**src/hdl/opc_pkg.sv**
```systemverilog
// Shared types and constants for the optimal path counter.
`default_nettype none

package opc_pkg;

    localparam int MAX_COLS   = 1024;
    localparam int COUNT_BITS = 64;
    localparam int COL_W      = $clog2(MAX_COLS);
    localparam int ROW_W      = 16;
    localparam int CCFG_W     = 11;
    localparam int CMP_W      = (COL_W + 1 > CCFG_W) ? COL_W + 1 : CCFG_W;
    localparam int CFG_IDX_W  = 2;
    localparam int CFG_DATA_W = 16;
    localparam int IN_W       = 8;

    localparam logic [CFG_IDX_W-1:0] CFG_ROW_COUNT = CFG_IDX_W'(0);
    localparam logic [CFG_IDX_W-1:0] CFG_COL_COUNT = CFG_IDX_W'(1);

    typedef logic [COUNT_BITS-1:0] count_t;

    localparam count_t COUNT_MAX = '1;

    // line buffer write port
    typedef struct packed {
        logic             en;
        logic [COL_W-1:0] addr;
        count_t           data;
    } lb_wr_t;

    // per-cell flags plus neighbor existence
    typedef struct packed {
        logic on_trace;
        logic from_top;
        logic from_diag;
        logic from_left;
        logic has_top;
        logic has_left;
    } cell_ctl_t;

endpackage

`default_nettype wire

```
**src/hdl/opc_cell_calc.sv**
```systemverilog
// Saturating three-way sum of gated neighbor counts for one cell.
`default_nettype none

module opc_cell_calc (
    input  opc_pkg::cell_ctl_t ctl,
    input  opc_pkg::count_t    top,
    input  opc_pkg::count_t    diag,
    input  opc_pkg::count_t    left,
    output opc_pkg::count_t    path_count,
    output logic               saturated
);
    import opc_pkg::*;

    count_t                top_g;
    count_t                diag_g;
    count_t                left_g;
    logic                  origin;
    logic [COUNT_BITS+1:0] sum;

    always_comb
    begin
        top_g  = (ctl.on_trace && ctl.has_top && ctl.from_top) ? top : '0;
        diag_g = (ctl.on_trace && ctl.has_top && ctl.has_left && ctl.from_diag) ? diag : '0;
        left_g = (ctl.on_trace && ctl.has_left && ctl.from_left) ? left : '0;
        origin = ctl.on_trace && !ctl.has_top && !ctl.has_left;
        sum    = {2'b00, top_g} + {2'b00, diag_g} + {2'b00, left_g}
               + {{(COUNT_BITS + 1){1'b0}}, origin};
        // any carry past the count width means the limit was crossed
        path_count = (sum[COUNT_BITS+1:COUNT_BITS] != 2'b00) ? COUNT_MAX
                                                             : sum[COUNT_BITS-1:0];
        saturated  = (path_count == COUNT_MAX);
    end

endmodule

`default_nettype wire

```
**config.mk**
```make
export PLATFORM = sky130hd
export DESIGN_NAME = opc_cell_calc
export DESIGN_NICKNAME = d
export VERILOG_FILES = /design/src/hdl/opc_pkg.sv /design/src/hdl/opc_cell_calc.sv
export SDC_FILE = /design/constraint.sdc
export NUM_CORES = 1
export LEC_CHECK = 0
export BUFFER_PORTS_ARGS = -buffer_cell sky130_fd_sc_hd__buf_2
export CORE_ASPECT_RATIO = 0.6
export CORE_MARGIN = 8
export CORE_UTILIZATION = 30
export DETAILED_ROUTE_END_ITERATION = 10
export GPL_TIMING_DRIVEN = 1
export PLACE_DENSITY = 0.51
export SLEW_MARGIN = 0
export SYNTH_ARGS = -nofsm -noshare
export SYNTH_HDL_FRONTEND = slang
export SYNTH_SLANG_ARGS = --single-unit
```
**constraint.sdc**
```tcl
create_clock -name vclk -period 19.6
set_clock_uncertainty 0.15 [all_clocks]
set_input_delay 3.92 -clock vclk [all_inputs]
set_output_delay 3.92 -clock vclk [all_outputs]
set_load 0.05 [all_outputs]
```
==> results_dict.tcl <==
set metrics [dict create \
    status "finished, final reports clean" \
    cpMostUsedCell "or4_1" \
    ios 263 \
    grt_pass1_vias 7992 \
    hold_buffers 0 \
    crit_slowest_cell "and3_2" \
    core_um2 22870 \
    holdWs_ps 8400 \
    synth_compound_area_share_pct 22.27 \
    wl_per_cell_um 17.22 \
    timing.fmax_mhz 71.45 \
    wl_um 27770 \
    grt_overflow_total 0 \
    crit_type "in2out" \
    areaGrowthSynthToFinish_pct 22.29 \
    synthSimpleGateAreaFrac_pct 29.15 \
    synthCells 1076 \
    worst_pin_slew_ps 854.9 \
    grt_max_degree 66 \
    synth.area.top_cells "fa_1, nand2_1, ha_1" \
    antenna_found_initial 1 \
    cts_setup_buffers 0 \
    leakagePower_nw 4.658 \
    synth_cell_types 60 \
    relSlewSlack_pct 42.40 \
    gp_congestion 0.9383 \
    seq_cell_count 0 \
    power_density_nw_per_um2 17.45 \
    muxShareOfSynthArea_pct 0.1447 \
    start_kind "input pin" \
    io_buffer_count 263 \
    hpwl_um 24560 \
    cp_max_fo 33 \
    synth_most_common_cell "nand2_1" \
    drive_gt1_share_pct 22.42 \
    num_antenna_cells 0 \
    synth_top_family_by_area "adder cells" \
    synth_xor_area_share_pct 7.726 \
    synth_top_area_share_pct 18.82 \
    die_h_um 133.6 \
    min_path_type "in2out" \
    initial_core_util_pct 30.24 \
    syn_area_per_cell_um2 6.427 \
    yosys_warnings 0 \
    hold_viol_final 0 \
    finalSetupViolCount 0 \
    slowest_delay_ps 620 \
    antenna_left 0 \
    drtIter0Drc 494 \
    ir_drop_mv 0.01659 \
    post-route-period-util_pct 71.41 \
    die_x_um 212.0 \
    setup_tns_ps 0 \
    route.detailed.drc 0 \
    placement.cell_area_um2 8457 \
    cp_cell_sequence "buf_2, and3_2, buf_4, and2_1, fa_1, ha_1, a21o_1, a21oi_1, a21oi_1, o31a_1, a21o_1, a31oi_1, nand2_1, xnor2_1, or4_1, or4_1, or4_1, o31ai_2, buf_2" \
    yosysTopAreaCell "fa_1" \
    dp_slack_ps 5617 \
    synth_fp_nets 1403 \
    via_per_inst 4.947 \
    firstDrtPassIters 5 \
    design.die.area_um2 28320 \
    post_cts_resized 0 \
    netlist_area_um2 6915 \
    period_needed_ps 14000 \
    num_rows 43 \
    crit_required_ps 15530 \
    stdcell_area_um2 8457 \
    setup_slack_ps 5603 \
    cp-end-kind "output pin" \
    ys_seq_area_share_pct 0 \
    grt_pass1_wl_um 44130 \
    nNetsFinal 1627 \
    vias 7980 \
    ys_top_cells_by_count "nand2_1, inv_1, a21oi_1, fa_1, ha_1" \
    final-seq-area_um2 0 \
    cp.arrival_ps 9930 \
    max-cap-violations 0 \
    track_usage_pct 18.82 \
    maxSlewViolCount 0 \
    rsz0062_at_grt "no" \
    synthAdderAreaFrac_pct 30.40 \
    clkbuf_count 0 \
]
placed cells by master (no fill, tap or decap), drive strengths merged, types with 16 or more instances in the layout:
| master | n |
|---|---|
| a21o | 18 |
| nand2 | 312 |
| o21ai | 53 |
| xor2 | 28 |
| a21oi | 90 |
| xnor2 | 33 |
| buf | 267 |
| ha | 64 |
| nor3 | 16 |
| fa | 65 |
| nand4 | 27 |
| inv | 133 |
| nor2 | 44 |
worst max-delay path: cells and delay by family:
| family | cells | cell delay [ps] |
|---|---|---|
| xor+xnor | 1 | 210 |
| compound gates | 7 | 1830 |
| fa+ha+maj | 2 | 650 |
| simple gates | 6 | 2450 |
| buf+inv | 3 | 840 |
where the power goes:
part | total, mW | switching (mW) | internal, mW | leakage, nW
Clock | 0 | 0 | 0 | 0
Sequential | 0 | 0 | 0 | 0
Combinational | 0.148 | 0.102 | 0.0456 | 4.66
Total | 0.148 | 0.102 | 0.0456 | 4.66
stage by stage:
| stage | total power, mW | cells | util, % |
|---|---|---|---|
| CTS | 0.1485 | 1613 | 36.99 |
| finish | 0.1476 | 1613 | 36.99 |
| floorplan | 0.09639 | 1076 | - |
| global route | 0.1593 | 1613 | 36.99 |
| detailed placement | 0.1474 | 1613 | 36.99 |
| global placement | 0.1484 | 1613 | 36.99 |
cell type report:
cell class | count | area (um2)
fill | 2568 | 14410
multi-input combinational | 898 | 6217
timing repair buffer | 267 | 1346
inverter | 133 | 499.2
tap | 315 | 394.1
metal layers:
layer	vias up	wire length (um)	GRT usage, %
li1	4015	-	-
met1	3666	14730	30.13
met2	287	10830	26.87
met3	10	2089	2.909
met4	2	114	0.5000
met5	-	10	0
worst paths after layout:
path	to	depth (start not counted)	from
setup / recovery	saturated	19	ctl[1]
hold / removal	path_count[0]	5	left[0]
cell families (layout without fill, tap and decap cells):
| family | Yosys count | count (layout) |
|---|---|---|
| buffers and inverters | 178 | 400 |
| xor gates and xnor gates | 61 | 61 |
| adders and majority gates | 129 | 129 |
| muxes | 1 | 1 |
| and+or+nand+nor | 467 | 467 |
| AOI/OAI and AO/OA | 240 | 240 |
Note: power is estimated with default switching activity, not from simulation.
